**config.mk**
```make
export PLATFORM = sky130hd
export DESIGN_NAME = sensor_record_line_parser
export DESIGN_NICKNAME = d
export VERILOG_FILES = /design/src/srlp_pkg.sv /design/src/srlp_parse.sv /design/src/sensor_record_line_parser.sv
export SDC_FILE = /design/constraint.sdc
export NUM_CORES = 1
export LEC_CHECK = 0
export ABC_AREA = 1
export BUFFER_PORTS_ARGS = -buffer_cell sky130_fd_sc_hd__buf_4
export CORE_MARGIN = 3
export CORE_UTILIZATION = 61
export DETAILED_ROUTE_END_ITERATION = 16
export GPL_TIMING_DRIVEN = 0
export PLACE_DENSITY_LB_ADDON = 0.3
export SKIP_LAST_GASP = 1
export SLEW_MARGIN = 25
export SYNTH_ARGS = -nofsm -noshare
export SYNTH_HDL_FRONTEND = slang
export SYNTH_SLANG_ARGS = --single-unit
export TNS_END_PERCENT = 5
```
**constraint.sdc**
```tcl
create_clock -name aclk -period 6.71 [get_ports aclk]
set_clock_uncertainty 0.05 [all_clocks]
set_input_delay 1.342 -clock aclk [delete_from_list [all_inputs] [get_ports aclk]]
set_output_delay 1.342 -clock aclk [all_outputs]
set_load 0.1 [all_outputs]
```
**src/srlp_pkg.sv**
```systemverilog
`timescale 1ns / 1ps
// Shared types and constants for the sensor record line parser.
// No dependencies; imported by every module of the block.
package srlp_pkg;

    localparam int CFG_ADDR_W = 1;
    localparam int CFG_DATA_W = 12;
    localparam int TDATA_W    = 48;

    localparam logic [CFG_ADDR_W-1:0] REG_YEAR_MIN = 1'd0;
    localparam logic [CFG_ADDR_W-1:0] REG_YEAR_MAX = 1'd1;

    localparam logic [11:0] YEAR_MIN_RST = 12'd1900;
    localparam logic [11:0] YEAR_MAX_RST = 12'd3000;

    localparam logic [14:0] NUM_SAT      = 15'd32767;
    localparam logic [14:0] MONTH_LIMIT  = 15'd13;
    localparam logic [14:0] DAY_LIMIT    = 15'd32;
    localparam logic [14:0] HOUR_LIMIT   = 15'd25;
    localparam logic [14:0] MINUTE_LIMIT = 15'd61;
    localparam logic [14:0] TEMP_LIMIT   = 15'd100;

    localparam logic [3:0] FIELD_YEAR   = 4'd0;
    localparam logic [3:0] FIELD_MONTH  = 4'd1;
    localparam logic [3:0] FIELD_DAY    = 4'd2;
    localparam logic [3:0] FIELD_HOUR   = 4'd3;
    localparam logic [3:0] FIELD_MINUTE = 4'd4;
    localparam logic [3:0] FIELD_TEMP   = 4'd5;
    localparam logic [3:0] FIELD_MAX    = 4'd15;
    localparam logic [3:0] FIELDS_FULL  = 4'd6;
    localparam logic [3:0] FIELDS_ONE   = 4'd1;

    localparam logic [7:0] CH_0     = 8'h30;
    localparam logic [7:0] CH_9     = 8'h39;
    localparam logic [7:0] CH_MINUS = 8'h2D;
    localparam logic [7:0] CH_SEMI  = 8'h3B;
    localparam logic [7:0] CH_LF    = 8'h0A;
    localparam logic [7:0] CH_SPACE = 8'h20;

    typedef enum logic [3:0] {
        ST_OK        = 4'd0,
        ST_YEAR      = 4'd1,
        ST_MONTH     = 4'd2,
        ST_DAY       = 4'd3,
        ST_HOUR      = 4'd4,
        ST_MINUTE    = 4'd5,
        ST_TEMP      = 4'd6,
        ST_EXTRA     = 4'd7,
        ST_BAD_CHAR  = 4'd8,
        ST_EOF_OK    = 4'd9,
        ST_EOF_BAD   = 4'd10
    } status_t;

    typedef struct packed {
        logic [11:0]       year;
        logic [3:0]        month;
        logic [4:0]        day;
        logic [4:0]        hour;
        logic [5:0]        minute;
        logic signed [7:0] temp;
        logic [3:0]        field_count;
        status_t           status;
        logic              at_eof;
    } result_t;

endpackage

```
**src/srlp_parse.sv**
```systemverilog
`timescale 1ns / 1ps
// Per-character parser: line state, stored record and year limits.
// Depends on srlp_pkg. Produces at most one result per accepted character.
module srlp_parse (
    input  logic                              aclk,
    input  logic                              aresetn,
    input  logic                              cfg_we,
    input  logic [srlp_pkg::CFG_ADDR_W-1:0]   cfg_addr,
    input  logic [srlp_pkg::CFG_DATA_W-1:0]   cfg_wdata,
    input  logic                              in_accept,
    input  logic [7:0]                        char_in,
    input  logic                              end_of_file,
    output logic                              res_valid,
    output srlp_pkg::result_t                 res
);
    import srlp_pkg::*;

    logic [11:0]       year_min_reg, year_max_reg;
    logic [14:0]       acc_reg, acc_next;
    logic              neg_reg, neg_next;
    logic [3:0]        fi_reg, fi_next;
    status_t           err_reg, err_next;
    logic [11:0]       year_reg, year_next;
    logic [3:0]        month_reg, month_next;
    logic [4:0]        day_reg, day_next;
    logic [4:0]        hour_reg, hour_next;
    logic [5:0]        minute_reg, minute_next;
    logic signed [7:0] temp_reg, temp_next;

    // values after closing the open field
    logic [11:0]       cl_year;
    logic [3:0]        cl_month;
    logic [4:0]        cl_day;
    logic [4:0]        cl_hour;
    logic [5:0]        cl_minute;
    logic signed [7:0] cl_temp;
    logic [3:0]        cl_fi;
    status_t           cl_err;

    logic [18:0]       prod;
    logic              is_digit;
    status_t           res_status;

    always_ff @(posedge aclk) begin
        if (!aresetn) begin
            year_min_reg <= YEAR_MIN_RST;
            year_max_reg <= YEAR_MAX_RST;
        end else if (cfg_we) begin
            unique case (cfg_addr)
                REG_YEAR_MIN: year_min_reg <= cfg_wdata;
                REG_YEAR_MAX: year_max_reg <= cfg_wdata;
                default:      ;
            endcase
        end
    end

    always_comb begin
        cl_year   = year_reg;
        cl_month  = month_reg;
        cl_day    = day_reg;
        cl_hour   = hour_reg;
        cl_minute = minute_reg;
        cl_temp   = temp_reg;
        cl_err    = err_reg;
        unique case (fi_reg)
            FIELD_YEAR: begin
                if (acc_reg >= {3'b0, year_min_reg} && acc_reg <= {3'b0, year_max_reg})
                    cl_year = acc_reg[11:0];
                else
                    cl_err = ST_YEAR;
            end
            FIELD_MONTH: begin
                if (acc_reg != '0 && acc_reg < MONTH_LIMIT) cl_month = acc_reg[3:0];
                else cl_err = ST_MONTH;
            end
            FIELD_DAY: begin
                if (acc_reg != '0 && acc_reg < DAY_LIMIT) cl_day = acc_reg[4:0];
                else cl_err = ST_DAY;
            end
            FIELD_HOUR: begin
                if (acc_reg < HOUR_LIMIT) cl_hour = acc_reg[4:0];
                else cl_err = ST_HOUR;
            end
            FIELD_MINUTE: begin
                if (acc_reg < MINUTE_LIMIT) cl_minute = acc_reg[5:0];
                else cl_err = ST_MINUTE;
            end
            FIELD_TEMP: begin
                if (acc_reg < TEMP_LIMIT)
                    cl_temp = neg_reg ? (8'sd0 - $signed(acc_reg[7:0]))
                                      : $signed(acc_reg[7:0]);
                else
                    cl_err = ST_TEMP;
            end
            default: cl_err = ST_EXTRA;
        endcase
        cl_fi = (fi_reg != FIELD_MAX) ? fi_reg + 4'd1 : fi_reg;
    end

    always_comb begin
        is_digit    = (char_in >= CH_0) && (char_in <= CH_9);
        prod        = {acc_reg, 3'b000} + {3'b000, acc_reg, 1'b0}
                      + {15'd0, char_in[3:0]};
        acc_next    = acc_reg;
        neg_next    = neg_reg;
        fi_next     = fi_reg;
        err_next    = err_reg;
        year_next   = year_reg;
        month_next  = month_reg;
        day_next    = day_reg;
        hour_next   = hour_reg;
        minute_next = minute_reg;
        temp_next   = temp_reg;
        res_valid   = 1'b0;
        res_status  = err_reg;
        if (in_accept) begin
            priority if (end_of_file || char_in == CH_SEMI || char_in == CH_LF) begin
                year_next   = cl_year;
                month_next  = cl_month;
                day_next    = cl_day;
                hour_next   = cl_hour;
                minute_next = cl_minute;
                temp_next   = cl_temp;
                fi_next     = cl_fi;
                err_next    = cl_err;
                acc_next    = '0;
                if (end_of_file) begin
                    res_status = (cl_fi == FIELDS_FULL || cl_fi == FIELDS_ONE)
                                 ? ST_EOF_OK : ST_EOF_BAD;
                    res_valid  = 1'b1;
                end else if (char_in == CH_LF) begin
                    res_status = cl_err;
                    res_valid  = 1'b1;
                end
            end else if (is_digit) begin
                acc_next = (prod > {4'd0, NUM_SAT}) ? NUM_SAT : prod[14:0];
            end else if (char_in == CH_MINUS) begin
                if (acc_reg == '0) neg_next = 1'b1;
                else err_next = ST_YEAR;
            end else if (char_in == CH_SPACE) begin
            end else begin
                err_next = ST_BAD_CHAR;
            end
            if (res_valid) begin
                acc_next = '0;
                neg_next = 1'b0;
                fi_next  = '0;
                err_next = ST_OK;
            end
        end
        res.year        = cl_year;
        res.month       = cl_month;
        res.day         = cl_day;
        res.hour        = cl_hour;
        res.minute      = cl_minute;
        res.temp        = cl_temp;
        res.field_count = cl_fi;
        res.status      = res_status;
        res.at_eof      = end_of_file;
    end

    always_ff @(posedge aclk) begin
        if (!aresetn) begin
            acc_reg    <= '0;
            neg_reg    <= 1'b0;
            fi_reg     <= '0;
            err_reg    <= ST_OK;
            year_reg   <= '0;
            month_reg  <= '0;
            day_reg    <= '0;
            hour_reg   <= '0;
            minute_reg <= '0;
            temp_reg   <= '0;
        end else begin
            acc_reg    <= acc_next;
            neg_reg    <= neg_next;
            fi_reg     <= fi_next;
            err_reg    <= err_next;
            year_reg   <= year_next;
            month_reg  <= month_next;
            day_reg    <= day_next;
            hour_reg   <= hour_next;
            minute_reg <= minute_next;
            temp_reg   <= temp_next;
        end
    end

endmodule

```
**src/sensor_record_line_parser.sv**
```systemverilog
`timescale 1ns / 1ps
// Sensor record line parser, top level: stream ports, output register and skid stage.
// Depends on srlp_pkg and srlp_parse.
//
// Usage:
//   The slave channel takes one log character per transaction in s_tdata[7:0];
//   s_tuser high marks end of file (the character is then ignored).
//   Each newline or end of file yields one record transaction on the master
//   channel; other characters only update the line state and stored record.
//   Throughput: one character per cycle, sustained, while s_tready is high;
//   the per-character update (accumulate, range check, record store) is
//   combinational logic between the parser state registers.
//   Output: a record is registered in the output register (first in the skid stage
//   while the output is stalled) and shown on m_tvalid from there.
//   Stall: the output register plus a one-entry skid stage let s_tready stay
//   high while one record waits; s_tready drops only when both are full.
//   Reset (aresetn low, synchronous): line state and stored record clear to
//   zero, year limits return to 1900 and 3000, both channels go empty. Year limits
//   are written through cfg_we/cfg_addr/cfg_wdata while idle (user rule, unchecked).
module sensor_record_line_parser (
    input  logic                                   aclk,
    input  logic                                   aresetn,
    input  logic                                   cfg_we,
    input  logic [srlp_pkg::CFG_ADDR_W-1:0]        cfg_addr,
    input  logic [srlp_pkg::CFG_DATA_W-1:0]        cfg_wdata,
    input  logic                                   s_tvalid,
    output logic                                   s_tready,
    input  logic [7:0]                             s_tdata,   // char_in
    input  logic                                   s_tuser,   // end_of_file
    output logic                                   m_tvalid,
    input  logic                                   m_tready,
    // year, month, day, hour, minute, temperature, field_count, status
    output logic [srlp_pkg::TDATA_W-1:0]           m_tdata,
    output logic                                   m_tuser    // at_eof
);
    import srlp_pkg::*;

    logic    in_accept;
    logic    res_valid;
    result_t res;
    logic    out_valid_reg, out_valid_next;
    result_t out_data_reg, out_data_next;
    logic    skid_valid_reg, skid_valid_next;
    result_t skid_data_reg, skid_data_next;

    assign s_tready  = !skid_valid_reg;
    assign in_accept = s_tvalid && s_tready;

    srlp_parse u_parse (
        .aclk        (aclk),
        .aresetn     (aresetn),
        .cfg_we      (cfg_we),
        .cfg_addr    (cfg_addr),
        .cfg_wdata   (cfg_wdata),
        .in_accept   (in_accept),
        .char_in     (s_tdata),
        .end_of_file (s_tuser),
        .res_valid   (res_valid),
        .res         (res)
    );

    always_comb begin
        out_valid_next  = out_valid_reg;
        out_data_next   = out_data_reg;
        skid_valid_next = skid_valid_reg;
        skid_data_next  = skid_data_reg;
        if (!out_valid_reg || m_tready) begin
            if (skid_valid_reg) begin
                out_valid_next  = 1'b1;
                out_data_next   = skid_data_reg;
                skid_valid_next = 1'b0;
            end else begin
                out_valid_next = res_valid;
                out_data_next  = res;
            end
        end else if (res_valid) begin
            skid_valid_next = 1'b1;
            skid_data_next  = res;
        end
    end

    always_ff @(posedge aclk) begin
        if (!aresetn) begin
            out_valid_reg  <= 1'b0;
            skid_valid_reg <= 1'b0;
        end else begin
            out_valid_reg  <= out_valid_next;
            skid_valid_reg <= skid_valid_next;
        end
    end

    always_ff @(posedge aclk) begin
        out_data_reg  <= out_data_next;
        skid_data_reg <= skid_data_next;
    end

    assign m_tvalid = out_valid_reg;
    assign m_tdata  = {out_data_reg.status, out_data_reg.field_count, out_data_reg.temp,
                       out_data_reg.minute, out_data_reg.hour, out_data_reg.day,
                       out_data_reg.month, out_data_reg.year};
    assign m_tuser  = out_data_reg.at_eof;

endmodule

```
==> Word-level counts from Yosys, hierarchy flattened <==
Cells that the tools add are included.
{ "classes": {"add_sub_neg": 4, "order_cmp": 10, "eq_ne": 17, "n_mux": 50, "bitwise": 3, "reduce_logical": 27} }
{ "ops": {"columns": ["cell", "count"], "rows": [
  ["$mux 4", 21],
  ["$mux 15", 4],
  ["$mux 49", 1],
  ["$lt 15x6->1 const B", 2],
  ["$eq 8x6->1 const B", 3],
  ["$mux 12", 2],
  ["$mux 8", 3],
  ["$pmux 4 s6", 1],
  ["$mux 5", 4],
  ["$add 18x16->19", 1],
  ["$add 19x4->19", 1],
  ["$gt 19x15->1 const B", 1],
  ["$ge 15x12->1", 1],
  ["$le 15x12->1", 1],
  ["$logic_not 15->1", 1],
  ["$lt 15x4->1 const B", 1],
  ["$lt 15x5->1 const B", 1],
  ["$lt 15x7->1 const B", 1],
  ["$reduce_bool 15->1", 1],
  ["$eq 4x3->1 const B", 3],
  ["$mux 6", 2],
  ["$reduce_and 2->1", 6],
  ["$mux 1", 11],
  ["$eq 4x1->1 const B", 2],
  ["other kinds (22)", 36]
]} }
{ "word_totals": {"ff_bits": 188, "input_bits": 27, "output_inout_bits": 51, "word_cells": 143} }

==> Depth between registers and ports, before layout <==
Gate-level depths: netlist (run 1).
{ "logic_depth": {"depth_word": 9, "mapped_depth": 18, "ltp_nobuf": 17} }

==> Hierarchy <==
Synthesis (run 1) repeated with hierarchy kept, for this count alone.
{ "hier_totals": {"hier_cells": 1242, "hier_area_um2": 10038.4} }
{ "by_module_without_submodules": {"columns": ["module", "n_inst", "cells_each", "area_each_um2", "seq_area_each_um2"], "rows": [
  ["srlp_parse", 1, 972, 6342.3, 1761.7],
  ["sensor_record_line_parser", 1, 270, 3696.0, 2982.9]
]} }

==> Worst setup path before layout (run 1) <==
Ideal clock, no wire load.
{ "synth_path": {"path_type": "input -> register", "startpoint": "in m_tready", "endpoint": "reg skid_data_reg[0] (netlist bit) (enable)", "setup_time_ns": 0.456, "t_arrival_ns": 4.712, "t_required_ns": 6.204, "slack_ns": 1.493, "path_stages": 3, "path_buffers": 0, "cell_sequence": "inv_1 -> nand2_1 -> nor2_1"} }
{ "synth_between": {"elab_chain_cells": 3} }
{ "synth_lines": {"columns": ["element", "line", "source"], "rows": [
  ["from (decl)", "sensor_record_line_parser.sv:31", "input logic m_tready,"],
  ["$logic_or 1x1->1", "sensor_record_line_parser.sv:67", "if (!out_valid_reg || m_tready) begin"],
  ["$not 1->1 (no source line)", null, null],
  ["$reduce_and 2->1 (no source line)", null, null],
  ["to (signal assigned)", "sensor_record_line_parser.sv:94", "skid_data_reg <= skid_data_next;"],
  ["to (decl)", "sensor_record_line_parser.sv:44", "result_t skid_data_reg, skid_data_next;"]
]} }
No other way between the ends.
A chain may end at the register's enable or synchronous reset.

==> Worst setup path after layout (run 1) <==
{ "layout_path": {"startpoint": "in s_tdata[3]", "endpoint": "reg u_parse.acc_reg[11]"} }
{ "layout_between": {"elab_chain_cells": 7, "word_cells_on_any_way": 19, "classes_between": "add/sub (1); order compare (3); eq/ne (2); mux (8); reduce/logical (5)"} }
{ "layout_lines": {"columns": ["element", "line", "source"], "rows": [
  ["from (decl)", "sensor_record_line_parser.sv:28", "input logic [7:0] s_tdata,"],
  ["parallel branches: the longest is 7 deep, another holds $add 19x4->19", null, null],
  ["to (signal assigned)", "srlp_parse.sv:175", "acc_reg <= acc_next;"],
  ["to (decl)", "srlp_parse.sv:19", "logic [14:0] acc_reg, acc_next;"]
]} }
Parallel ways; which one is timed is not known. The select of a mux whose other input is x is not followed.

==> flow_metrics.env, run 1 <==
export IMPL_synthSimpleGateAreaFrac_pct=22.31
export IMPL_root_buffer="clkbuf_16"
export IMPL_cap_violations=0
export IMPL_first_iter_violations=855
export IMPL_hold_viol_final=0
export IMPL_wl_um=24210
export IMPL_yosys_warnings=0
export IMPL_overflow=0
export IMPL_synth_top_family_by_area="simple AND/OR/NAND/NOR gates"
export IMPL_grt_pass1_wl_um=39790
export IMPL_power_density_mw_per_mm2=240.2
export IMPL_hpwlAfterDp_um=17510
export IMPL_layout_nets=1408
export IMPL_synthFlopType="edfxtp_1"
export IMPL_cp_required_ns=6.95
export IMPL_numClockSinks=188
export IMPL_clk_latency_ns=0.43
export IMPL_final_cell_count_no_fill=1549
export IMPL_grt_busiest_layer="met2"
export IMPL_synth_edf_count=98
export IMPL_hp_class="reg -> reg"
export IMPL_grt_use_met1_pct=35.81
export IMPL_leakage_nw=5.518
export IMPL_r2r_start="u_parse.acc_reg[0]$_SDFFE_PN0P_"
export IMPL_wire_per_inst_um=15.63
export IMPL_tightest_slew_ns=0.7101
export IMPL_critPathKind="in -> reg"
export IMPL_grt_max_degree=53
export IMPL_utilization_pct=71.85
export IMPL_drc=0
export IMPL_numCtsBuffers=17
export IMPL_dp_cells=1517
export IMPL_async_reset_ff_share_pct=0
export IMPL_die_h_um=133.8
export IMPL_cts_setup_buffers=0
export IMPL_ant_nets=0
export IMPL_place_ws_ns=2.400
export IMPL_fin_crit_ns=3.900
export IMPL_port_buffers=77
export IMPL_antenna_cells=0
export IMPL_endpoint_kind="register"
export IMPL_cp_start_kind="primary input"
export IMPL_yosysTopAreaCellShare_pct=29.54
export IMPL_worst_r2r_path_depth=16
export IMPL_clockBufferDepth=2
export IMPL_setup_tns_final_ns=0
export IMPL_outcome="finished, final reports clean"
export IMPL_syn_avg_cell_area_um2=8.152
export IMPL_clkTransAtPathRegs_ns=0.07
export IMPL_r2r_end="u_parse.acc_reg[11]$_SDFFE_PN0P_"
export IMPL_nFillCells=1226
export IMPL_grt_pass1_vias=8019
export IMPL_timing_final_crit_share_pct=58.12
export IMPL_ctsHtreeMaxLevel=4
export IMPL_cts_repair_resize_count=0
export IMPL_yosys_mux_area_fraction_pct=0
export IMPL_antenna_found_initial=0
export IMPL_syn_nets=1310
export IMPL_ys_seq_elements=188
export IMPL_largest_reg_flops=49
export IMPL_track_usage_pct=27.77
export IMPL_synth_compound_area_share_pct=13.43
export IMPL_synthXorXnorAreaFrac_pct=1.495
export IMPL_synth_cells=1222
export IMPL_cp_arrival_ns=4.14
export IMPL_start_util_pct=62.49
export IMPL_rsz0062_at_grt="false"
export IMPL_layout_commonest_cell="nand2_1"
export IMPL_core_mm2=0.01594
export IMPL_syn_area_mm2=0.009962
export IMPL_fin_ws_ns=2.810
export IMPL_min_from="u_parse.year_min_reg[4]$_SDFFE_PN0P_"
export IMPL_synth_distinct_cells=44
export IMPL_rrSetupSlack_ns=3.02
export IMPL_p_total_mw=2.752
export IMPL_vdd_ir_drop_worst_uv=179.8
export IMPL_rows=46
export IMPL_slew_violations=0
export IMPL_holdPathStages=2
export IMPL_routabilityCongestion=0.9477
export IMPL_setup_violations=0
export IMPL_viasPerCell=5.556
export IMPL_die_area_mm2=0.01790
export IMPL_holdPathEnd="u_parse.year_min_reg[4]$_SDFFE_PN0P_"
export IMPL_synthAdderAreaFrac_pct=7.812
export IMPL_areaGrowthSynthToFinish_pct=14.98
export IMPL_cts_tree="yes"
export IMPL_final_cell_mix="329 x nand2_1, 139 x inv_1, 99 x nor2_1"
export IMPL_path_max_fanout=10
export IMPL_synth_seq_area_share_pct=47.63
export IMPL_max_freq_mhz=256.4
export IMPL_pin_count=78
export IMPL_num_vias=8606
export IMPL_slew_headroom_pct=52.66
export IMPL_grt_use_met2_pct=47.14
export IMPL_cts_hold_buffers_added=0
export IMPL_use_met3_pct=4.051
export IMPL_synthTopCellsByArea="edfxtp_1 30%, dfxtp_1 18%, nand2_1 12%, ha_1 7.4%, inv_1 5.2%"
export IMPL_die_w_um=133.8
export IMPL_yosys_area_top_type="edfxtp_1"
export IMPL_drive_gt1_share_pct=12.30
export IMPL_drt_pass1_iterations=6
-- cell families (layout without fill, tap and decap cells) --
group	count (synthesis)	count (layout)
DFF	188	188
adders and majority gates	61	61
AOI/OAI and AO/OA	238	238
buffers and inverters	186	297
and+or+nand+nor	532	532
xor gates and xnor gates	17	17
-- per-layer routing --
| metal | vias to the layer above | routed length, µm |
|---|---|---|
| li1 | 4246 | - |
| met1 | 3976 | 10260 |
| met2 | 328 | 11630 |
| met3 | 56 | 1515 |
| met4 | 0 | 807 |
| met5 | - | 0 |
-- final cells by class --
type,count,area [µm²],area share (%)
Tap cell,216,270.3,2.359
Sequential cell,188,4745,41.42
Buffer,41,186.4,1.628
Multi-Input combinational cell,848,4502,39.30
Clock buffer,19,432.9,3.779
Timing Repair Buffer,79,633.1,5.527
Inverter,145,544.3,4.752
Clock inverter,13,141.4,1.234
-- synth_stat cells (2+ instances only) --
master,number
a211oi_1,4
a21o_1,6
a21oi_1,81
a21oi_2,6
and2_1,2
buf_1,2
buf_2,14
buf_6,2
clkbuf_1,23
clkinv_1,3
dfxtp_1,90
edfxtp_1,98
fa_1,2
ha_1,59
inv_1,139
inv_2,3
nand2_1,330
nand2_2,4
nand3_1,55
nand3_2,4
nand4_1,13
nor2_1,100
nor2_2,6
nor2_4,3
nor3_1,8
o211ai_1,17
o21ai_0,82
o21ai_1,27
o21ai_2,7
o21bai_1,2
or2_0,2
xnor2_1,7
xor2_1,10
-- per-stage QoR --
| stage | instance area, µm² | hold WS (ns) |
|---|---|---|
| after global placement | 10810 | 0.3959 |
| after floorplan | 9962 | 0.3831 |
| after global routing | 11450 | 0.4337 |
| final | 11450 | 0.4160 |
| after detailed placement | 10880 | 0.4103 |
| after CTS | 11450 | 0.4201 |
-- worst max-delay path, cell delays in order --
cell and delay, ns:
buf_4 0.10, inv_1 0.08, fa_1 0.54, fa_1 0.48
inv_1 0.07, nand3_1 0.06, nand2_1 0.13, nand2_1 0.06
nand2_1 0.16, nand3_1 0.13, nand3_1 0.10, nand2_1 0.06
a21oi_2 0.33, buf_2 0.28, nand3_1 0.09, nand2_1 0.07
a21oi_1 0.05
-- worst max path at each step --
stage / start / to / slack (ns) / cells past startpoint
final: s_tdata[3] / u_parse.acc_reg[11]$_SDFFE_PN0P_ / 2.81 / 17
after CTS: s_tdata[3] / u_parse.acc_reg[14]$_SDFFE_PN0P_ / 2.85 / 17
after floorplan: m_tready / skid_data_reg[0]$_DFFE_PP_ / 1.49 / 3
after global placement: m_tready / skid_data_reg[29]$_DFFE_PP_ / -0.21 / 4
after detailed placement: s_tdata[3] / u_parse.acc_reg[14]$_SDFFE_PN0P_ / 2.40 / 17
after global routing: s_tdata[3] / u_parse.acc_reg[9]$_SDFFE_PN0P_ / 2.52 / 17
-- power by group --
group	internal, mW	switching (mW)
logic	0.103	0.355
clock network	0.553	0.449
registers	1.27	0.0206
Power figures use the tool's default switching activity.
==> run 2, diff against run 1 <==
- ABC_AREA: 1 -> 0
- clock period: 6.71 -> 3.95 ns (I/O delays scaled with it)
==> run 2 against run 1 <==
Setup slack lost 2.7 ns. Total power grew 65%. Highest routed layer unchanged. Cell area shrank 0.49%. Cell count shrank 18%.
==> flow_metrics.env, run 2 <==
export IMPL_setup_tns_final_ns=0
export IMPL_async_reset_ff_share_pct=0
export IMPL_hold_slack_ns=0.4092
export IMPL_antenna_cells=0
export IMPL_path_cells="clkbuf_2, inv_1, fa_1, inv_1, ha_1, a21oi_1, o22ai_1, a41o_1, o31ai_1, a31oi_4, nor2_1, a311oi_1"
export IMPL_antenna_found_initial=0
export IMPL_register_area_mm2=0.004746
export IMPL_grt_pass1_wl_um=38580
export IMPL_power_density_mw_per_mm2=399.2
export IMPL_drt_pass1_iterations=5
export IMPL_layout_commonest_cell="nand2_1"
export IMPL_core_mm2=0.01548
export IMPL_start_util_pct=63.66
export IMPL_ys_seq_elements=188
export IMPL_slew_violations=0
export IMPL_wire_per_inst_um=18.67
export IMPL_slew_headroom_pct=47.99
export IMPL_synth_seq_area_share_pct=48.13
export IMPL_port_buffers=76
export IMPL_utilization_pct=73.62
export IMPL_drive_gt1_share_pct=21.47
export IMPL_layout_nets=1137
export IMPL_cts_tree="yes"
export IMPL_synthTopCellsByCount="121 x nand2_1, 98 x edfxtp_1, 90 x dfxtp_1, 78 x nor2_1, 64 x a21oi_1"
export IMPL_nFillCells=1083
export IMPL_outcome="finished, final reports clean"
export IMPL_cp_num_buf_inv=3
export IMPL_ctsHtreeMaxLevel=4
export IMPL_cap_violations=0
export IMPL_drc=0
export IMPL_tightest_slew_ns=0.7801
export IMPL_cp_arrival_ns=4.04
export IMPL_final_area_mm2=0.01140
export IMPL_ant_nets=0
export IMPL_first_iter_violations=710
export IMPL_yosysMostFrequentCell="nand2_1"
export IMPL_grt_max_degree=53
export IMPL_die_w_um=133.1
export IMPL_pin_count=78
export IMPL_max_freq_mhz=262.5
export IMPL_synthFlopType="edfxtp_1"
export IMPL_vdd_ir_drop_worst_uv=302.0
export IMPL_synthTopCellsByArea="edfxtp_1 30%, dfxtp_1 18%, ha_1 7.5%, mux2_2 7.2%, nand2_1 4.6%"
export IMPL_die_h_um=133.1
export IMPL_syn_avg_cell_area_um2=10.36
export IMPL_cp_slowest_stage_delay_ns=0.63
export IMPL_fin_crit_ns=3.809
export IMPL_clk_latency_ns=0.43
export IMPL_clkTransAtPathRegs_ns=0.07
export IMPL_die_area_mm2=0.01772
export IMPL_hpwlAfterDp_um=16580
export IMPL_grt_pass1_vias=7611
export IMPL_rsz0062_at_grt="false"
export IMPL_clockBufferDepth=2
export IMPL_path_common_cell="inv_1"
export IMPL_yosys_warnings=0
export IMPL_p_total_mw=4.550
export IMPL_root_buffer="clkbuf_16"
export IMPL_overflow=0
export IMPL_syn_nets=1039
export IMPL_viasPerCell=6.047
export IMPL_final_cell_mix="121 x nand2_1, 98 x edfxtp_1, 89 x dfxtp_1"
export IMPL_synth_cells=951
export IMPL_syn_area_mm2=0.009857
export IMPL_postPlaceCellArea_mm2=0.01075
export IMPL_crit_family="compound AO/OA/AOI/OAI gates"
export IMPL_synth_distinct_cells=83
export IMPL_critPathKind="reg -> reg"
export IMPL_cp_required_ns=4.18
export IMPL_numCtsBuffers=17
export IMPL_cp_start_kind="register"
export IMPL_endpoint_kind="register"
export IMPL_numClockSinks=188
export IMPL_path_max_fanout=10
export IMPL_rows=45
export IMPL_yosys_area_top_type="edfxtp_1"
export IMPL_multiInputGateArea_mm2=0.004722
export IMPL_routabilityCongestion=0.9381
export IMPL_hold_viol_final=0
export IMPL_num_vias=7698
export IMPL_synth_edf_count=98
export IMPL_setup_violations=0
export IMPL_leakage_nw=4.899
export IMPL_timing_final_crit_share_pct=96.43
export IMPL_areaGrowthSynthToFinish_pct=15.64
export IMPL_track_usage_pct=26.98
export IMPL_hp_class="reg -> reg"
export IMPL_wl_um=23770
export IMPL_crit_path_top_delay_cell="fa_1"
export IMPL_yosysTopAreaCellShare_pct=29.86
export IMPL_largest_reg_flops=49
[run 2: cell types whose count changed after synthesis, moves of 12 or more]
cell     before  now
mux2_4        0   12
mux2_2        0   63
nand2_1     330  121
o21ai_0      82   25
inv_1       139   51
a21oi_1      81   64
nor2_1      100   78
nand3_1      55   17
nor3_1        8   40
o21ai_1      27    5
mux2i_1       0   14
[run 2: final cells by class]
type                    instances  share of cell area, %
plain buffers                  47                  2.042
clock buffers                  17                  3.732
clock inverters                15                  1.833
inverters                      52                  1.712
multi-input cells             664                  41.43
flip-flops and latches        188                  41.64
well taps                     211                  2.316
repair buffers                 79                  5.302
[run 2: worst min-delay path: stages, from the launching register on]
cell     delay, ns
dfxtp_1       0.31
nand2_1       0.05
a21oi_1       0.05
[run 2: cell families after synthesis]
group,after synthesis,synth area share [%]
fa+ha+maj,61,7.895
compound gates,173,11.91
mux,89,10.45
buf+inv,99,4.303
simple gates,323,15.71
flops,188,48.13
xor+xnor,18,1.599
[run 2: final timing paths]
path                                              start                                    end  slack, ns  cells past startpoint
setup reg to reg        u_parse.acc_reg[0]$_SDFFE_PN0P_       u_parse.acc_reg[12]$_SDFFE_PN0P_       0.14                     12
setup / recovery        u_parse.acc_reg[0]$_SDFFE_PN0P_       u_parse.acc_reg[12]$_SDFFE_PN0P_       0.14                     12
hold reg to reg   u_parse.year_min_reg[11]$_SDFFE_PN0P_  u_parse.year_min_reg[11]$_SDFFE_PN0P_       0.41                      2
hold / removal    u_parse.year_min_reg[11]$_SDFFE_PN0P_  u_parse.year_min_reg[11]$_SDFFE_PN0P_       0.41                      2
[run 2: repair_timing]
action                     in CTS  in global routing
gates resized for setup         2                  2
hold buffers                    0                  0
buffers inserted                0                  0
setup endpoints to repair      24                 15
gates cloned                    0                  0
[run 2: where the power goes]
group	switching, mW	internal, mW	total [mW]
Combinational	0.423	0.137	0.560
Clock	0.773	1.07	1.85
Sequential	0.0251	2.12	2.14
[run 2: routing by layer]
metal  vias to the layer above  wire length (µm)  share of wire (%)  track usage [%]
li1                       3618                 -                  -                -
met1                      3691              9713                 41            34.12
met2                       321             11610                 49            45.94
met3                        68              1808                7.6            5.400
met4                         0               644                2.7            10.34
met5                         -                 0                  0                0
[run 2: through the flow]
stage               setup WS (ns)  instances
detailed placement        -0.2574       1241
global placement          -0.2077       1238
global route             0.004833       1273
floorplan                  0.3080        951
finish                     0.1412       1273
CTS                       0.05653       1273
